**config.mk**
```make
export PLATFORM = sky130hd
export DESIGN_NAME = sweeping_range_scan_tracker_top_flat
export DESIGN_NICKNAME = d
export VERILOG_FILES = /design/src/sv/srst_pkg.sv /design/src/sv/srst_if.sv /design/src/sv/srst_ram.sv /design/src/sv/sweeping_range_scan_tracker_top.sv /design/src/flat_wrapper.sv
export SDC_FILE = /design/constraint.sdc
export NUM_CORES = 1
export LEC_CHECK = 0
export BUFFER_PORTS_ARGS = -buffer_cell sky130_fd_sc_hd__buf_4
export CORE_AREA = 3 3 171 173
export CTS_CLUSTER_DIAMETER = 50
export DETAILED_ROUTE_END_ITERATION = 8
export DIE_AREA = 0 0 174 176
export HOLD_SLACK_MARGIN = 0.05
export PLACE_DENSITY = 0.71
export SLEW_MARGIN = 40
export SYNTH_ARGS = -nofsm -noshare
export SYNTH_HDL_FRONTEND = slang
export SYNTH_SLANG_ARGS = --single-unit
```
**constraint.sdc**
```tcl
create_clock -name clk -period 7.3 [get_ports clk]
set_clock_uncertainty 0.1 [all_clocks]
set_input_delay 1.095 -clock clk [delete_from_list [all_inputs] [get_ports clk]]
set_output_delay 1.095 -clock clk [all_outputs]
set_load 0.02 [all_outputs]
```
**src/sv/srst_pkg.sv**
```systemverilog
// ----------------------------------------------------------------------------
// srst_pkg
// Shared constants, zone codes and register indexes of the sweeping range
// scan tracker.
// ----------------------------------------------------------------------------
package srst_pkg;

  // default build parameters
  localparam int ANGLE_STEP_DEF = 10;
  localparam int SLOT_COUNT_DEF = 19;

  // field widths
  localparam int ANGLE_W = 8;
  localparam int RANGE_W = 8;
  localparam int TRANGE_W = 6;
  localparam int CFG_IDX_W = 4;
  localparam int CFG_DATA_W = 8;

  // decision thresholds
  localparam logic [RANGE_W-1:0] NEAR_LIMIT = 8'd50;
  localparam logic [RANGE_W-1:0] CLOSE_LIMIT = 8'd20;
  localparam logic [RANGE_W-1:0] NO_READING = 8'hff;
  localparam int LEFT_EDGE = 150;
  localparam int RIGHT_EDGE = 30;
  localparam int HOME_ANGLE = 90;

  typedef enum logic [1:0] {
    ZONE_FULL  = 2'd0,
    ZONE_LEFT  = 2'd1,
    ZONE_RIGHT = 2'd2,
    ZONE_FRONT = 2'd3
  } zone_t;

  // configuration register indexes
  localparam logic [CFG_IDX_W-1:0] REG_FULL_MIN  = 4'd0;
  localparam logic [CFG_IDX_W-1:0] REG_FULL_MAX  = 4'd1;
  localparam logic [CFG_IDX_W-1:0] REG_LEFT_MIN  = 4'd2;
  localparam logic [CFG_IDX_W-1:0] REG_LEFT_MAX  = 4'd3;
  localparam logic [CFG_IDX_W-1:0] REG_RIGHT_MIN = 4'd4;
  localparam logic [CFG_IDX_W-1:0] REG_RIGHT_MAX = 4'd5;
  localparam logic [CFG_IDX_W-1:0] REG_FRONT_MIN = 4'd6;
  localparam logic [CFG_IDX_W-1:0] REG_FRONT_MAX = 4'd7;

  // window bounds after reset
  localparam logic [ANGLE_W-1:0] FULL_MIN_RST  = 8'd0;
  localparam logic [ANGLE_W-1:0] FULL_MAX_RST  = 8'd180;
  localparam logic [ANGLE_W-1:0] LEFT_MIN_RST  = 8'd120;
  localparam logic [ANGLE_W-1:0] LEFT_MAX_RST  = 8'd180;
  localparam logic [ANGLE_W-1:0] RIGHT_MIN_RST = 8'd0;
  localparam logic [ANGLE_W-1:0] RIGHT_MAX_RST = 8'd60;
  localparam logic [ANGLE_W-1:0] FRONT_MIN_RST = 8'd30;
  localparam logic [ANGLE_W-1:0] FRONT_MAX_RST = 8'd150;

endpackage

```
**src/sv/srst_if.sv**
```systemverilog
// ----------------------------------------------------------------------------
// srst channel interfaces
// Valid/ready channels for range readings, tracker results and register
// writes.
// ----------------------------------------------------------------------------
interface srst_range_if;
  import srst_pkg::*;
  logic               valid;
  logic               ready;
  logic [RANGE_W-1:0] range_cm;

  modport source (output valid, output range_cm, input ready);
  modport sink   (input valid, input range_cm, output ready);
endinterface

interface srst_result_if;
  import srst_pkg::*;
  logic                valid;
  logic                ready;
  logic [ANGLE_W-1:0]  servo_angle;
  logic                target_found;
  logic [ANGLE_W-1:0]  target_angle;
  logic [TRANGE_W-1:0] target_range;
  logic [1:0]          zone_code;
  logic                sweep_up;

  modport source (output valid, output servo_angle, output target_found,
                  output target_angle, output target_range, output zone_code,
                  output sweep_up, input ready);
  modport sink   (input valid, input servo_angle, input target_found,
                  input target_angle, input target_range, input zone_code,
                  input sweep_up, output ready);
endinterface

interface srst_cfg_if;
  import srst_pkg::*;
  logic                  valid;
  logic                  ready;
  logic [CFG_IDX_W-1:0]  index;
  logic [CFG_DATA_W-1:0] data;

  modport source (output valid, output index, output data, input ready);
  modport sink   (input valid, input index, input data, output ready);
endinterface

```
**src/sv/srst_ram.sv**
```systemverilog
// ----------------------------------------------------------------------------
// srst_ram
// Generic single write port, single read port RAM with registered read data.
// ----------------------------------------------------------------------------
module srst_ram #(
  parameter int WIDTH = 8,
  parameter int DEPTH = 19
) (
  input  logic                     clk,
  input  logic                     we,
  input  logic [$clog2(DEPTH)-1:0] waddr,
  input  logic [WIDTH-1:0]         wdata,
  input  logic [$clog2(DEPTH)-1:0] raddr,
  output logic [WIDTH-1:0]         rdata
);

  logic [WIDTH-1:0] mem [DEPTH];

  always_ff @(posedge clk) begin
    if (we) begin
      mem[waddr] <= wdata;
    end
    rdata <= mem[raddr];
  end

endmodule

```
**src/sv/sweeping_range_scan_tracker_top.sv**
```systemverilog
// ----------------------------------------------------------------------------
// sweeping_range_scan_tracker_top
// Range scan tracker: stores readings per slot angle, finds the nearest
// target, picks a sweep window and steps the servo angle.
//
// channel     dir  handshake      payload
// range_in    in   valid/ready    range_cm
// result_out  out  valid/ready    servo_angle, target_found, target_angle,
//                                 target_range, zone_code, sweep_up
// cfg         in   valid/ready    index, data (ready always high)
//
// in a transaction the slot memory is walked one entry a cycle through its
// single read port for the minimum search, then the target is evaluated and
// the window applied.
// slot readings live in a RAM, with one valid bit per slot; reset clears the
// valid bits at once, so no clearing pass is needed.
// the next reading is taken while a result still waits in the output
// register; the block holds in its last step only if that register is full.
// ----------------------------------------------------------------------------
module sweeping_range_scan_tracker_top #(
  parameter int ANGLE_STEP = srst_pkg::ANGLE_STEP_DEF,
  parameter int SLOT_COUNT = srst_pkg::SLOT_COUNT_DEF
) (
  input  logic          clk,
  input  logic          rst,
  srst_range_if.sink    range_in,
  srst_result_if.source result_out,
  srst_cfg_if.sink      cfg
);
  import srst_pkg::*;

  localparam int SW = $clog2(SLOT_COUNT);
  localparam int RW = (ANGLE_STEP > 1) ? $clog2(ANGLE_STEP) : 1;
  localparam int TAW_RAW = $clog2((SLOT_COUNT - 1) * ANGLE_STEP + 1);
  localparam int TAW = (TAW_RAW > ANGLE_W) ? TAW_RAW : ANGLE_W;
  localparam int ANGLE_TOP = (1 << ANGLE_W) - 1;
  localparam logic [RW-1:0] REM_LAST = RW'(ANGLE_STEP - 1);
  localparam logic [RW-1:0] REM_HOME = RW'(HOME_ANGLE % ANGLE_STEP);
  localparam logic [ANGLE_W-1:0] IDX_HOME = ANGLE_W'(HOME_ANGLE / ANGLE_STEP);
  localparam logic [RW-1:0] REM_TOP = RW'(ANGLE_TOP % ANGLE_STEP);
  localparam logic [ANGLE_W-1:0] IDX_TOP = ANGLE_W'(ANGLE_TOP / ANGLE_STEP);

  typedef enum logic [4:0] {
    S_IDLE = 5'b00001,
    S_SCAN = 5'b00010,
    S_LAST = 5'b00100,
    S_EVAL = 5'b01000,
    S_MOVE = 5'b10000
  } state_t;

  state_t state;

  // window bounds, one pair per zone
  logic [ANGLE_W-1:0] min_angle [4];
  logic [ANGLE_W-1:0] max_angle [4];

  // servo position with its slot index and remainder kept alongside
  logic [ANGLE_W-1:0] pos;
  logic [ANGLE_W-1:0] pos_idx;
  logic [RW-1:0]      pos_rem;
  logic               sweep_up;

  logic [SLOT_COUNT-1:0] slot_valid;
  logic [SW-1:0]         cnt;
  logic                  rd_pend;
  logic [SW-1:0]         rd_idx;
  logic [RANGE_W-1:0]    rd_data;
  logic [RANGE_W-1:0]    rd_val;
  logic [RANGE_W-1:0]    best;
  logic [SW-1:0]         best_idx;

  logic                found;
  logic [ANGLE_W-1:0]  tgt_angle;
  logic [TRANGE_W-1:0] tgt_range;
  zone_t               zone;

  logic                out_valid;
  logic [ANGLE_W-1:0]  out_angle;
  logic                out_found;
  logic [ANGLE_W-1:0]  out_tangle;
  logic [TRANGE_W-1:0] out_trange;
  zone_t               out_zone;
  logic                out_up;

  logic                  accept;
  logic                  slot_hit;
  logic                  out_free;
  logic [TAW-1:0]        eval_angle;
  logic                  eval_found;
  zone_t                 eval_zone;
  logic [ANGLE_W-1:0]    wmin;
  logic [ANGLE_W-1:0]    wmax;
  logic [SLOT_COUNT-1:0] outside;

  assign accept   = range_in.valid && range_in.ready;
  assign range_in.ready = (state == S_IDLE);
  assign cfg.ready = 1'b1;
  assign slot_hit = (pos_rem == '0) && (pos_idx < ANGLE_W'(SLOT_COUNT));
  assign out_free = !out_valid || result_out.ready;

  srst_ram #(
    .WIDTH (RANGE_W),
    .DEPTH (SLOT_COUNT)
  ) u_slots (
    .clk   (clk),
    .we    (accept && slot_hit),
    .waddr (pos_idx[SW-1:0]),
    .wdata (range_in.range_cm),
    .raddr (cnt),
    .rdata (rd_data)
  );

  // a slot that was never written or has been cleared reads as no echo
  assign rd_val = slot_valid[rd_idx] ? rd_data : '0;

  always_comb begin
    eval_angle = TAW'(best_idx) * TAW'(ANGLE_STEP);
    eval_found = (best <= NEAR_LIMIT);
    eval_zone  = ZONE_FULL;
    if (eval_found && (best <= CLOSE_LIMIT)) begin
      if (eval_angle >= TAW'(LEFT_EDGE)) begin
        eval_zone = ZONE_LEFT;
      end else if (eval_angle <= TAW'(RIGHT_EDGE)) begin
        eval_zone = ZONE_RIGHT;
      end else begin
        eval_zone = ZONE_FRONT;
      end
    end
  end

  assign wmin = min_angle[zone];
  assign wmax = max_angle[zone];

  for (genvar i = 0; i < SLOT_COUNT; i++) begin : g_win
    localparam logic [TAW-1:0] SLOT_ANGLE = TAW'(i * ANGLE_STEP);
    assign outside[i] = (SLOT_ANGLE < TAW'(wmin)) || (SLOT_ANGLE > TAW'(wmax));
  end

  // configuration registers
  always_ff @(posedge clk) begin
    if (rst) begin
      min_angle[ZONE_FULL]  <= FULL_MIN_RST;
      max_angle[ZONE_FULL]  <= FULL_MAX_RST;
      min_angle[ZONE_LEFT]  <= LEFT_MIN_RST;
      max_angle[ZONE_LEFT]  <= LEFT_MAX_RST;
      min_angle[ZONE_RIGHT] <= RIGHT_MIN_RST;
      max_angle[ZONE_RIGHT] <= RIGHT_MAX_RST;
      min_angle[ZONE_FRONT] <= FRONT_MIN_RST;
      max_angle[ZONE_FRONT] <= FRONT_MAX_RST;
    end else if (cfg.valid && cfg.ready) begin
      unique case (cfg.index)
        REG_FULL_MIN:  min_angle[ZONE_FULL]  <= cfg.data;
        REG_FULL_MAX:  max_angle[ZONE_FULL]  <= cfg.data;
        REG_LEFT_MIN:  min_angle[ZONE_LEFT]  <= cfg.data;
        REG_LEFT_MAX:  max_angle[ZONE_LEFT]  <= cfg.data;
        REG_RIGHT_MIN: min_angle[ZONE_RIGHT] <= cfg.data;
        REG_RIGHT_MAX: max_angle[ZONE_RIGHT] <= cfg.data;
        REG_FRONT_MIN: min_angle[ZONE_FRONT] <= cfg.data;
        REG_FRONT_MAX: max_angle[ZONE_FRONT] <= cfg.data;
        default: ;
      endcase
    end
  end

  // control and scan datapath
  always_ff @(posedge clk) begin
    if (rst) begin
      state      <= S_IDLE;
      slot_valid <= '0;
      pos        <= ANGLE_W'(HOME_ANGLE);
      pos_idx    <= IDX_HOME;
      pos_rem    <= REM_HOME;
      sweep_up   <= 1'b0;
      rd_pend    <= 1'b0;
      out_valid  <= 1'b0;
      cnt        <= '0;
    end else begin
      rd_pend <= (state == S_SCAN);
      if ((state == S_MOVE) && out_free) begin
        out_valid <= 1'b1;
      end else if (result_out.ready) begin
        out_valid <= 1'b0;
      end
      if (rd_pend && (rd_val != '0) && (rd_val < best)) begin
        best     <= rd_val;
        best_idx <= rd_idx;
      end
      unique case (state)
        S_IDLE: begin
          if (accept) begin
            if (slot_hit) begin
              slot_valid[pos_idx[SW-1:0]] <= 1'b1;
            end
            best     <= NO_READING;
            best_idx <= '0;
            cnt      <= '0;
            state    <= S_SCAN;
          end
        end
        S_SCAN: begin
          rd_idx <= cnt;
          if (cnt == SW'(SLOT_COUNT - 1)) begin
            state <= S_LAST;
          end else begin
            cnt <= cnt + 1'b1;
          end
        end
        S_LAST: begin
          state <= S_EVAL;
        end
        S_EVAL: begin
          found     <= eval_found;
          tgt_angle <= eval_found ? eval_angle[ANGLE_W-1:0] : '0;
          tgt_range <= eval_found ? best[TRANGE_W-1:0] : '0;
          zone      <= eval_zone;
          state     <= S_MOVE;
        end
        S_MOVE: begin
          if (out_free) begin
            slot_valid <= slot_valid & ~outside;
            if ((!sweep_up && (pos > wmin)) || (sweep_up && !(pos < wmax))) begin
              // step down
              pos       <= pos - 1'b1;
              out_angle <= pos - 1'b1;
              sweep_up  <= 1'b0;
              out_up    <= 1'b0;
              // angle wraps from zero to the top of its range
              if (pos == '0) begin
                pos_rem <= REM_TOP;
                pos_idx <= IDX_TOP;
              end else if (pos_rem == '0) begin
                pos_rem <= REM_LAST;
                pos_idx <= pos_idx - 1'b1;
              end else begin
                pos_rem <= pos_rem - 1'b1;
              end
            end else begin
              pos       <= pos + 1'b1;
              out_angle <= pos + 1'b1;
              sweep_up  <= 1'b1;
              out_up    <= 1'b1;
              // angle wraps from the top of its range to zero
              if (pos == '1) begin
                pos_rem <= '0;
                pos_idx <= '0;
              end else if (pos_rem == REM_LAST) begin
                pos_rem <= '0;
                pos_idx <= pos_idx + 1'b1;
              end else begin
                pos_rem <= pos_rem + 1'b1;
              end
            end
            out_found  <= found;
            out_tangle <= tgt_angle;
            out_trange <= tgt_range;
            out_zone   <= zone;
            state      <= S_IDLE;
          end
        end
        default: state <= S_IDLE;
      endcase
    end
  end

  assign result_out.valid        = out_valid;
  assign result_out.servo_angle  = out_angle;
  assign result_out.target_found = out_found;
  assign result_out.target_angle = out_tangle;
  assign result_out.target_range = out_trange;
  assign result_out.zone_code    = out_zone;
  assign result_out.sweep_up     = out_up;

  // a missing target carries no angle or range
  a_no_target_clean: assert property (@(posedge clk) disable iff (rst)
    result_out.valid && !result_out.target_found |->
      result_out.target_angle == '0 && result_out.target_range == '0)
    else $error("result without target carries angle or range");

  // a narrowed window needs a close target
  a_zone_needs_close: assert property (@(posedge clk) disable iff (rst)
    result_out.valid && result_out.zone_code != ZONE_FULL |->
      result_out.target_found && result_out.target_range <= TRANGE_W'(CLOSE_LIMIT))
    else $error("narrowed window without close target");

  // a reported target is a real echo within the near limit
  a_target_range: assert property (@(posedge clk) disable iff (rst)
    result_out.valid && result_out.target_found |->
      result_out.target_range != '0 && result_out.target_range <= TRANGE_W'(NEAR_LIMIT))
    else $error("reported target range out of bounds");

  // the remainder tracker stays within one step
  a_rem_bound: assert property (@(posedge clk) disable iff (rst)
    pos_rem <= REM_LAST)
    else $error("angle remainder out of range");

  // an accepted transaction occupies the scan before the next one
  a_one_at_a_time: assert property (@(posedge clk) disable iff (rst)
    accept |=> !range_in.ready ##1 !range_in.ready)
    else $error("reading taken during scan");

endmodule

```
**src/flat_wrapper.sv**
```systemverilog
// flat-port wrapper written by rule: the top's interface ports become plain ports
module sweeping_range_scan_tracker_top_flat import srst_pkg::*;
#(
  parameter int ANGLE_STEP = srst_pkg::ANGLE_STEP_DEF,
  parameter int SLOT_COUNT = srst_pkg::SLOT_COUNT_DEF
)
  (clk, rst, range_in_valid, range_in_range_cm, range_in_ready, result_out_valid, result_out_servo_angle, result_out_target_found, result_out_target_angle, result_out_target_range, result_out_zone_code, result_out_sweep_up, result_out_ready, cfg_valid, cfg_index, cfg_data, cfg_ready);
  srst_range_if range_in_i ();
  srst_result_if result_out_i ();
  srst_cfg_if cfg_i ();
  input  logic clk;
  input  logic rst;
  input wire logic [$bits(range_in_i.valid)-1:0] range_in_valid;
  input wire logic [$bits(range_in_i.range_cm)-1:0] range_in_range_cm;
  output wire logic [$bits(range_in_i.ready)-1:0] range_in_ready;
  output wire logic [$bits(result_out_i.valid)-1:0] result_out_valid;
  output wire logic [$bits(result_out_i.servo_angle)-1:0] result_out_servo_angle;
  output wire logic [$bits(result_out_i.target_found)-1:0] result_out_target_found;
  output wire logic [$bits(result_out_i.target_angle)-1:0] result_out_target_angle;
  output wire logic [$bits(result_out_i.target_range)-1:0] result_out_target_range;
  output wire logic [$bits(result_out_i.zone_code)-1:0] result_out_zone_code;
  output wire logic [$bits(result_out_i.sweep_up)-1:0] result_out_sweep_up;
  input wire logic [$bits(result_out_i.ready)-1:0] result_out_ready;
  input wire logic [$bits(cfg_i.valid)-1:0] cfg_valid;
  input wire logic [$bits(cfg_i.index)-1:0] cfg_index;
  input wire logic [$bits(cfg_i.data)-1:0] cfg_data;
  output wire logic [$bits(cfg_i.ready)-1:0] cfg_ready;
  assign range_in_i.valid = range_in_valid;
  assign range_in_i.range_cm = range_in_range_cm;
  assign range_in_ready = range_in_i.ready;
  assign result_out_valid = result_out_i.valid;
  assign result_out_servo_angle = result_out_i.servo_angle;
  assign result_out_target_found = result_out_i.target_found;
  assign result_out_target_angle = result_out_i.target_angle;
  assign result_out_target_range = result_out_i.target_range;
  assign result_out_zone_code = result_out_i.zone_code;
  assign result_out_sweep_up = result_out_i.sweep_up;
  assign result_out_i.ready = result_out_ready;
  assign cfg_i.valid = cfg_valid;
  assign cfg_i.index = cfg_index;
  assign cfg_i.data = cfg_data;
  assign cfg_ready = cfg_i.ready;
  sweeping_range_scan_tracker_top #(.ANGLE_STEP(ANGLE_STEP), .SLOT_COUNT(SLOT_COUNT)) u_core (.clk(clk), .rst(rst), .range_in(range_in_i), .result_out(result_out_i), .cfg(cfg_i));
endmodule
```
# [Word-level counts from Yosys, hierarchy flattened]
# Memory sizes are Yosys's and may differ from the RTL's. A register that Yosys moved wholly into a read port is not among the register bits.
# Index checks and enable logic that the tools add are counted.
[classes] add_sub_neg=7 mul=1 order_cmp=49 n_eq_ne=21 mux=82 n_bitwise=13 reduce_logical=51
[op_table] op="2-to-1 mux 8 bit" count=18
[op_table] op="2-to-1 mux 19 bit" count=3
[op_table] op="> comparator 7 x 8 -> 1 bit, first input constant" count=6
[op_table] op="> comparator 8 bit, first input constant" count=6
[op_table] op="less-than comparator 7 x 8 -> 1 bit, first input constant" count=6
[op_table] op="less-than comparator 8 bit, first input constant" count=6
[op_table] op="2-to-1 mux 1 bit" count=43
[op_table] op="2-to-1 mux 5 bit" count=8
[op_table] op="one-hot mux 19 bit (2 select lines)" count=1
[op_table] op="one-hot mux 5 bit (5 select lines)" count=1
[op_table] op="> comparator 6 x 8 -> 1 bit, first input constant" count=3
[op_table] op="less-than comparator 6 x 8 -> 1 bit, first input constant" count=3
[op_table] op="logical OR 1 bit" count=21
[op_table] op="2-to-1 mux 4 bit" count=5
[op_table] op="bitwise AND 19 bit" count=1
[op_table] op="inverter 19 bit" count=1
[op_table] op="OR 19 bit" count=1
[op_table] op="adder 8 x 1 -> 8 bit, second input constant" count=2
[op_table] op="== test 4 x 3 -> 1 bit, second input constant" count=4
[op_table] op="> comparator 5 x 8 -> 1 bit, first input constant" count=2
[op_table] op="<= comparator 8 x 5 -> 1 bit, second input constant" count=2
[op_table] op="less-than comparator 5 x 8 -> 1 bit, first input constant" count=2
[op_table] op="less-than comparator 8 bit" count=2
[op_table] op="subtractor 8 x 1 -> 8 bit, second input constant" count=2
[op_table] op="42 further kinds" count=75
[totals] regBits=113 mem_bits_rw=216 in_bits=25 output_inout_bits=29 wordCells=251 n_memories=3
[memory_table] name="u_core.u_slots.mem" depth=19 width=8 read_ports=1 rd_ports_with_merged_regs=1 wr=1 line_no="srst_ram.sv:17" rtl="logic [WIDTH-1:0] mem [DEPTH];"
[memory_table] name="u_core.max_angle" depth=4 width=8 read_ports=1 rd_ports_with_merged_regs=0 wr=4 line_no="sweeping_range_scan_tracker_top.sv:55" rtl="logic [ANGLE_W-1:0] max_angle [4];"
[memory_table] name="u_core.min_angle" depth=4 width=8 read_ports=1 rd_ports_with_merged_regs=0 wr=4 line_no="sweeping_range_scan_tracker_top.sv:54" rtl="logic [ANGLE_W-1:0] min_angle [4];"

# [Depth between registers and ports, before layout]
# Gate-level depths: netlist (run 1).
[depth] word_depth=9 ltp_mapped=20 depth_no_buf=16

# [Hierarchy]
# From an unflattened synthesis (run 1), not the netlist that was laid out.
[unflattened] cells_unflattened=1206 hier_area_um2=15696.3
[by_module_without_submodules] module="sweeping_range_scan_tracker_top" n_inst=1 cells_per_inst=911 area_per_inst_um2=9539.1 seq_area_each_um2=4734.5
[by_module_without_submodules] module="srst_ram" n_inst=1 cells_per_inst=295 area_per_inst_um2=6157.2 seq_area_each_um2=4724.5

# [Worst setup path after synthesis (run 1)]
# Ideal clock, no wire load.
[synth_path] path_kind="flip-flop to flip-flop" start="register u_core.zone[0]" end="register u_core.pos[7]" setup_time_ns=0.121 arrival_ns=4.700 t_required_ns=7.079 setup_slack_ns=2.379 path_stages_with_launch=20 period_less_slack_ns=4.921 path_cell_list="edfxtp_1 -> buf_4 -> buf_2 -> mux4_2 -> inv_1 -> ha_1 -> o2111ai_1 -> a21o_1 -> a31oi_1 -> nor4b_2 -> nor2_4 -> buf_2 -> ha_1 -> a211oi_1 -> o21bai_1 -> a211o_1 -> a21oi_1 -> nor3_1 -> or3b_2 -> mux2_2"
[synth_between] elab_chain_cells=6 word_cells_on_any_way=9 cone_classes="order compare (2); mux (1); reduce/logical (4); memory (2)"
[synth_lines] item="start, declared" line_no="sweeping_range_scan_tracker_top.sv:75" rtl="zone_t zone;"
[synth_lines] item="start signal, assigned" line_no="sweeping_range_scan_tracker_top.sv:215" rtl="zone <= eval_zone;"
[synth_lines] item="memory (4 x 8 bit)"
[synth_lines] item="less-than comparator 8 bit" line_no="sweeping_range_scan_tracker_top.sv:221" rtl="if ((!sweep_up && (pos > wmin)) || (sweep_up && !(pos < wmax))) begin"
[synth_lines] item="zero test 1 bit" line_no="sweeping_range_scan_tracker_top.sv:221"
[synth_lines] item="logical AND 1 bit" line_no="sweeping_range_scan_tracker_top.sv:221"
[synth_lines] item="logical OR 1 bit *" line_no="sweeping_range_scan_tracker_top.sv:221"
[synth_lines] item="2-to-1 mux 8 bit *" line_no="sweeping_range_scan_tracker_top.sv:221"
[synth_lines] item="end signal, assigned" line_no="sweeping_range_scan_tracker_top.sv:170" rtl="pos <= ANGLE_W'(HOME_ANGLE);"
[synth_lines] item="end signal, assigned" line_no="sweeping_range_scan_tracker_top.sv:223" rtl="pos <= pos - 1'b1;"
[synth_lines] item="end signal, assigned" line_no="sweeping_range_scan_tracker_top.sv:238" rtl="pos <= pos + 1'b1;"
[synth_lines] item="end, declared" line_no="sweeping_range_scan_tracker_top.sv:58" rtl="logic [ANGLE_W-1:0] pos;"
# Mark *: on every way between the ends. The rest lies on a longest branch, timed or not.
# A chain may end at the register's enable or synchronous reset.

# [Worst setup path in the final report (run 1)]
# Ends and elaborated chain as after synthesis.

==> summary.md, run 1 <==
| Metric | Value |
|---|---|
| Status | `complete, no violations` |
| Detailed-route via count | `9385` |
| Number of synthesis warnings | `0` |
| FF+latch area | `9460 um^2` |
| Leak | `between 5 and 6 nW` |
| Largest net degree at the start of global routing | `between 50 and 60` |
| Final WL | `33500 um` |
| Yosys reg bits | `between 300 and 400` |
| Worst path max stage delay | `between 0.6 and 0.7 ns` |
| Routed vias/inst | `slightly below 6` |
| Sequential fraction of the synthesis area | `0.619` |
| DP Worst Slack | `between 1.5 and 2 ns` |
| Fin. max-slew vios | `0` |
| GP Congestion | `approximately 0.9` |
| RSZ-0062 raised after global routing | `no` |
| Post-DRT Antenna Nets | `0` |
| FMAX | `between 150 and 200 MHz` |
| Clk pin slew, worst setup/hold paths | `about 0.060 ns` |
| Final setup fails | `0` |
| TritonCTS clock tree | `yes` |
| CP cell instances | `buf_6, mux4_2, inv_1, ha_1, a21o_1, a211oi_1, o211ai_1, nand2_1, nor2_4, ha_1, a211oi_1, o21bai_1, a211o_1, a21oi_1, nor3_1, or3b_2, mux2_2` |
| Vias in the first global route | `around 9300` |
| Met3 wire length | `between 2000 and 2500 um` |
| CP arrival | `roughly 5.7 ns` |
| DP Wirelength | `around 22000 um` |
| Max_cap viols | `0` |
| Die Width | `174 um` |
| Core area | `approximately 28000 um^2` |
| Cts hold-fix bufs | `0` |
| Worst IR drop on VDD | `between 100 and 150 uV` |
| Drt pass-1 iters | `8` |
| Setup tns final | `0 ns` |
| Synth cell types | `between 60 and 70` |
| Drt wl/cell | `between 20 and 25 um` |
| Crit path kind | `flip-flop to flip-flop` |
| Worst Setup End Kind | `flip-flop` |
| Crit share post-route | `0.734` |
| Grt total ovfl | `0` |
| Clock Tree Buf Depth | `3` |
| P&R area growth vs syn | `13.0%` |
| Relative max-transition margin | `0.471` |
| Total GRT Usage | `0.224` |
| Avg Cell Area, Syn | `13.6 um^2` |
| Asr flop ratio synth | `0` |
| Reg2Reg Setup Slack | `around 1.9 ns` |
| # fillers | `2102` |
| Ports | `54` |
| Buf+Inv Stages, Crit Path | `2` |
| Synth Instances | `~1100` |
| Top_reg_cell synth | `edfxtp_1` |
| DRT iter0 DRCs | `1019` |
| N_diodes | `0` |
| Post-route cell area | `approximately 17000 um^2` |
| Uppermost layer routed | `met4` |
| Min Tclk post-route | `between 5 and 6 ns` |
| Worst setup SP type | `flip-flop` |
| Clock buffer count from CTS | `38` |
| Area of the multi-input gates | `~5500 um^2` |
| Htree depth | `2` |
| PnR worst setup slack | `around 1.9 ns` |
| First-pass GRT wire length | `roughly 54000 um` |
| Fin nets | `approximately 1200` |
| Resize count post-CTS | `0` |
| Worst path slowest cell | `edfxtp_1` |
| Syn_nets | `about 1200` |
| Mapped cell area | `approximately 15000 um^2` |
| Die area | `a little over 30000 um^2` |
| Clock Sinks | `335` |
| Met2 WL | `15600 um` |
| Final Hold Viols | `0` |
| Post-synth EDFFs | `275` |
| Initial antenna violation count | `0` |
| Setup Fix Bufs, Post-CTS | `0` |
| # rows | `~60` |
| Initial Util | `0.550` |
| Pwr per Cell Area | `approximately 240 nW/um^2` |
| Hold Path Class | `flip-flop to flip-flop` |
| IO buf count | `51` |
| Latest clock arrival within the worst-skew pair | `approximately 0.51 ns` |
| Required time of the critical path | `~7.6 ns` |
| Crit-path max FO | `22` |
| Worst path top cell family by delay | `compound AO/OA/AOI/OAI gates` |
| Tightest Pin Transition | `approximately 0.79 ns` |
| Placed Area | `~16000 um^2` |
| DRC Markers | `0` |
| Root Driver | `clkbuf_16` |
| Die Span Y | `176 um` |
| Met1 wire length | `between 10000 and 15000 um` |
| Share of layout cells above drive strength 1 | `0.188` |
==> path summary, 6_finish.rpt <==
path,cells past startpoint,from,to
worst max-delay path,17,u_core.zone[0],u_core.pos[7]
worst min-delay path,0,u_core.tgt_angle[2],u_core.result_out.target_angle[2]
worst max register to register,17,u_core.zone[0],u_core.pos[7]
worst min register to register,0,u_core.tgt_angle[2],u_core.result_out.target_angle[2]
==> final cells by class <==
class / count / area share
clock inverter: 11 / 0.00573
inverter: 38 / 0.00827
clock buffer: 58 / 0.0648
sequential: 335 / 0.548
multi-input combinational: 694 / 0.318
timing repair buffer: 63 / 0.0278
tap: 378 / 0.0274
==> cells in the final DEF (no fill, tap or decap), drive strengths merged, types with 4 or more instances in the layout <==
cell / instances
edfxtp: 275
nor2: 86
nand2: 71
buf: 63
mux4: 60
dfxtp: 60
clkbuf: 58
and2: 57
o21ai: 46
ha: 44
inv: 42
a21oi: 41
nand3: 33
nor3: 27
or3: 19
xnor2: 17
a211oi: 17
nand2b: 16
a31oi: 13
o211ai: 12
mux2i: 12
mux2: 11
a21o: 9
nor4: 9
nand4: 9
xor2: 9
nor2b: 7
and3: 6
a2111oi: 5
clkinv: 5
o221a: 4
==> report_power, final <==
group | switching (mW) | internal (mW)
Clock | 0.723 | 1.10
Combinational | 0.140 | 0.0802
Sequential | 0.0172 | 2.10
==> logic make-up after synthesis <==
logic type,Yosys count,synth area share
AND/OR/NAND/NOR,359,0.120
flip-flops,335,0.619
AO/OA/AOI/OAI,178,0.0776
buffers and inverters,94,0.0244
multiplexers,83,0.105
adder cells (fa/ha/maj),46,0.0387
XOR/XNOR,26,0.0149
other,2,0.000492
==> cell usage after synthesis, drive strengths merged (27+ instances only) <==
cell type	count	area, um^2
nand2	71	267
dfxtp	60	1200
inv	37	139
edfxtp	275	8260
nor3	27	135
a21oi	41	205
mux4	60	1350
o21ai	46	230
ha	44	551
and2	57	357
clkbuf	41	154
nand3	33	165
nor2	86	330
==> registers in the layout (all words and copies together), names as in the netlist, 5 cells and up <==
signal and count:
u_core.best_idx 5, u_core.slot_valid 19, u_core.best 8, u_core.cnt 5
u_core.u_slots.mem 152, u_core.tgt_angle 7, u_core.pos 8, u_core.result_out.servo_angle 8
u_core.state 5, u_core.result_out.target_range 6, u_core.rd_idx 5, u_core.tgt_range 6
u_core.max_angle 32, u_core.result_out.target_angle 7, u_core.pos_idx 8, u_core.u_slots.rdata 8
u_core.min_angle 32
==> stage by stage <==
step	power (mW)	cells	utilization	hold slack (ns)
global route	4.31	1577	0.621	0.325
finish	4.16	1577	0.621	0.319
detailed placement	2.38	1508	0.577	0.305
floorplan	2.30	1123	-	0.300
global placement	2.37	1507	0.575	0.301
CTS	4.20	1577	0.621	0.319
==> per-layer routing <==
layer / track usage / up-vias
met1: 0.332 / 4617
met2: 0.353 / 343
met3: 0.0359 / 48
met4: 0.0529 / 0
li1: - / 4377
met5: 0 / -
No activity file was read; power rests on OpenSTA's default activity.
==> inputs of run 2 (changes only) <==
- clock period: 7.3 -> 5.17 ns (I/O delays scaled with it)
==> summary.md, run 2 (same netlist as run 1, synthesis figures left out) <==
| Metric | Value |
|---|---|
| RR Endpoint | `u_core.pos[7]` |
| IO buf count | `just over 50` |
| Clock buffer count from CTS | `39` |
| Worst IR drop on VDD | `about 250 uV` |
| GP Congestion | `~1.0` |
| R2R cell count | `18` |
| Fin. max-slew vios | `0` |
| Latest clock arrival within the worst-skew pair | `0.53 ns` |
| Status | `complete, no violations` |
| Clock Tree Buf Depth | `3` |
| Initial antenna violation count | `0` |
| Total GRT Usage | `0.219` |
| Most common cell after layout, fill and taps aside | `edfxtp_1` |
| Final Hold Viols | `0` |
| Drt pass-1 iters | `5` |
| Die area | `between 30000 and 40000 um^2` |
| Worst R2R Start | `u_core.zone[0]` |
| DP Wirelength | `approximately 22000 um` |
| P&R area growth vs syn | `14.5%` |
| Root Driver | `clkbuf_16` |
| Htree depth | `2` |
| Largest net degree at the start of global routing | `46` |
| Worst hold margin | `around 0.32 ns` |
| Crit share post-route | `0.943` |
| Reg2Reg Setup Slack | `0.29 ns` |
| Worst setup endpoint | `u_core.pos[7]` |
| Drt wl/cell | `approximately 21 um` |
| Final setup fails | `0` |
| Tightest Pin Transition | `between 0.8 and 0.9 ns` |
| First-pass GRT wire length | `~53000 um` |
| Share of layout cells above drive strength 1 | `0.205` |
| DRT iter0 DRCs | `between 800 and 900` |
| DRC Markers | `0` |
| Post-DRT Antenna Nets | `0` |
| FMAX | `roughly 210 MHz` |
| Grt total ovfl | `0` |
| Largest register FFs | `~150` |
| Worst setup SP type | `flip-flop` |
| Commonest cells after routing, fill and taps aside | `275 x edfxtp_1, 71 x nand2_1, 66 x buf_4` |
| Crit path kind | `flip-flop to flip-flop` |
| Vias in the first global route | `slightly above 9000` |
| Relative max-transition margin | `0.445` |
| Clk pin slew, worst setup/hold paths | `0.06 ns` |
| # rows | `slightly above 60` |
| Detailed-route via count | `roughly 9600` |
| Ports | `between 50 and 60` |
| Pwr per Cell Area | `about 350 nW/um^2` |
| Die Span Y | `about 180 um` |
| TritonCTS clock tree | `yes` |
| CP arrival | `a little over 5 ns` |
| Crit-path max FO | `9` |
| Clock Sinks | `about 340` |
| Worst Setup End Kind | `flip-flop` |
| Biggest regs | `u_core.u_slots.mem: 152 flops, u_core.max_angle: 32 flops, u_core.min_angle: 32 flops` |
| Core area | `27800 um^2` |
| Routed vias/inst | `~6` |
| Hold Path Class | `flip-flop to flip-flop` |
| RSZ-0062 raised after global routing | `no` |
| Die Width | `174 um` |
| Min Tclk post-route | `between 4 and 5 ns` |
| Max_cap viols | `0` |
| Final WL | `approximately 33000 um` |
| Fin nets | `between 1000 and 1500` |
| Required time of the critical path | `approximately 5.5 ns` |
| Worst setup startpoint | `u_core.zone[0]` |
| Biggest register | `u_core.u_slots.mem` |
| Initial Util | `0.550` |
| Leak | `approximately 6.0 nW` |
| Setup tns final | `0 ns` |
| N_diodes | `0` |
[run 2: area by class of cell]
cell class,instances,area (um^2)
inverters,38,143
repair buffers,68,527
flip-flops and latches,335,9460
multi-input cells,694,5500
fillers,2097,10300
clock buffers,44,1040
clock inverters,28,347
well taps,378,473
[run 2: what timing repair did]
item,4_1_cts,5_1_grt
endpoints found under the setup margin,0,1
hold buffers,0,0
setup buffers,0,4
resized for setup,0,0
[run 2: worst max-delay path: stages, from the launching register on]
cell and delay (ns):
edfxtp_1 0.41, buf_12 0.16, buf_4 0.13, buf_4 0.12
mux4_2 0.47, inv_1 0.22, ha_1 0.27, nand3_1 0.08
a31oi_1 0.07, nor4b_2 0.52, nor2_4 0.15, ha_1 0.36
o21ai_0 0.22, o21bai_1 0.12, a211o_1 0.29, a21oi_1 0.25
nor3_1 0.07, or3b_2 0.46, mux2_2 0.28
[run 2: worst min path at each step]
stage | startpoint | end | slack [ns] | depth (start not counted)
after floorplan | u_core.tgt_angle[1] | u_core.result_out.target_angle[1] | 0.30 | 0
after global placement | u_core.tgt_angle[1] | u_core.result_out.target_angle[1] | 0.30 | 0
after global routing | u_core.tgt_angle[2] | u_core.result_out.target_angle[2] | 0.33 | 0
after detailed placement | u_core.tgt_range[1] | u_core.result_out.target_range[1] | 0.31 | 0
final | u_core.tgt_range[5] | u_core.result_out.target_range[5] | 0.32 | 0
after CTS | u_core.tgt_range[5] | u_core.result_out.target_range[5] | 0.32 | 0
[run 2: metal layers]
layer / vias to the layer above / routed length, um / share of wire / global-route usage
met5: - / 0 / 0 / 0
li1: 4394 / - / - / -
met2: 415 / 15200 / 0.46 / 0.341
met4: 0 / 1080 / 0.033 / 0.0737
met3: 89 / 2340 / 0.071 / 0.0385
met1: 4690 / 14400 / 0.44 / 0.315
[run 2: report_power, final]
part	switching (mW)	internal, mW	leakage, nW
clock network	1.11	1.77	0.674
logic	0.197	0.114	2.30
registers	0.0269	2.97	3.00
total	1.33	4.85	5.98
[run 2: per-stage QoR]
step	cells	power [mW]	setup WS [ns]	util	area, um^2
6_report	1585	6.18	0.294	0.629	17500
5_1_grt	1585	6.37	0.0309	0.629	17500
4_1_cts	1581	6.22	0.0900	0.628	17400
3_5_place_dp	1509	3.36	0.153	0.578	16100
3_3_place_gp	1509	3.35	0.301	0.576	16000
2_1_floorplan	1123	3.25	0.249	-	15300
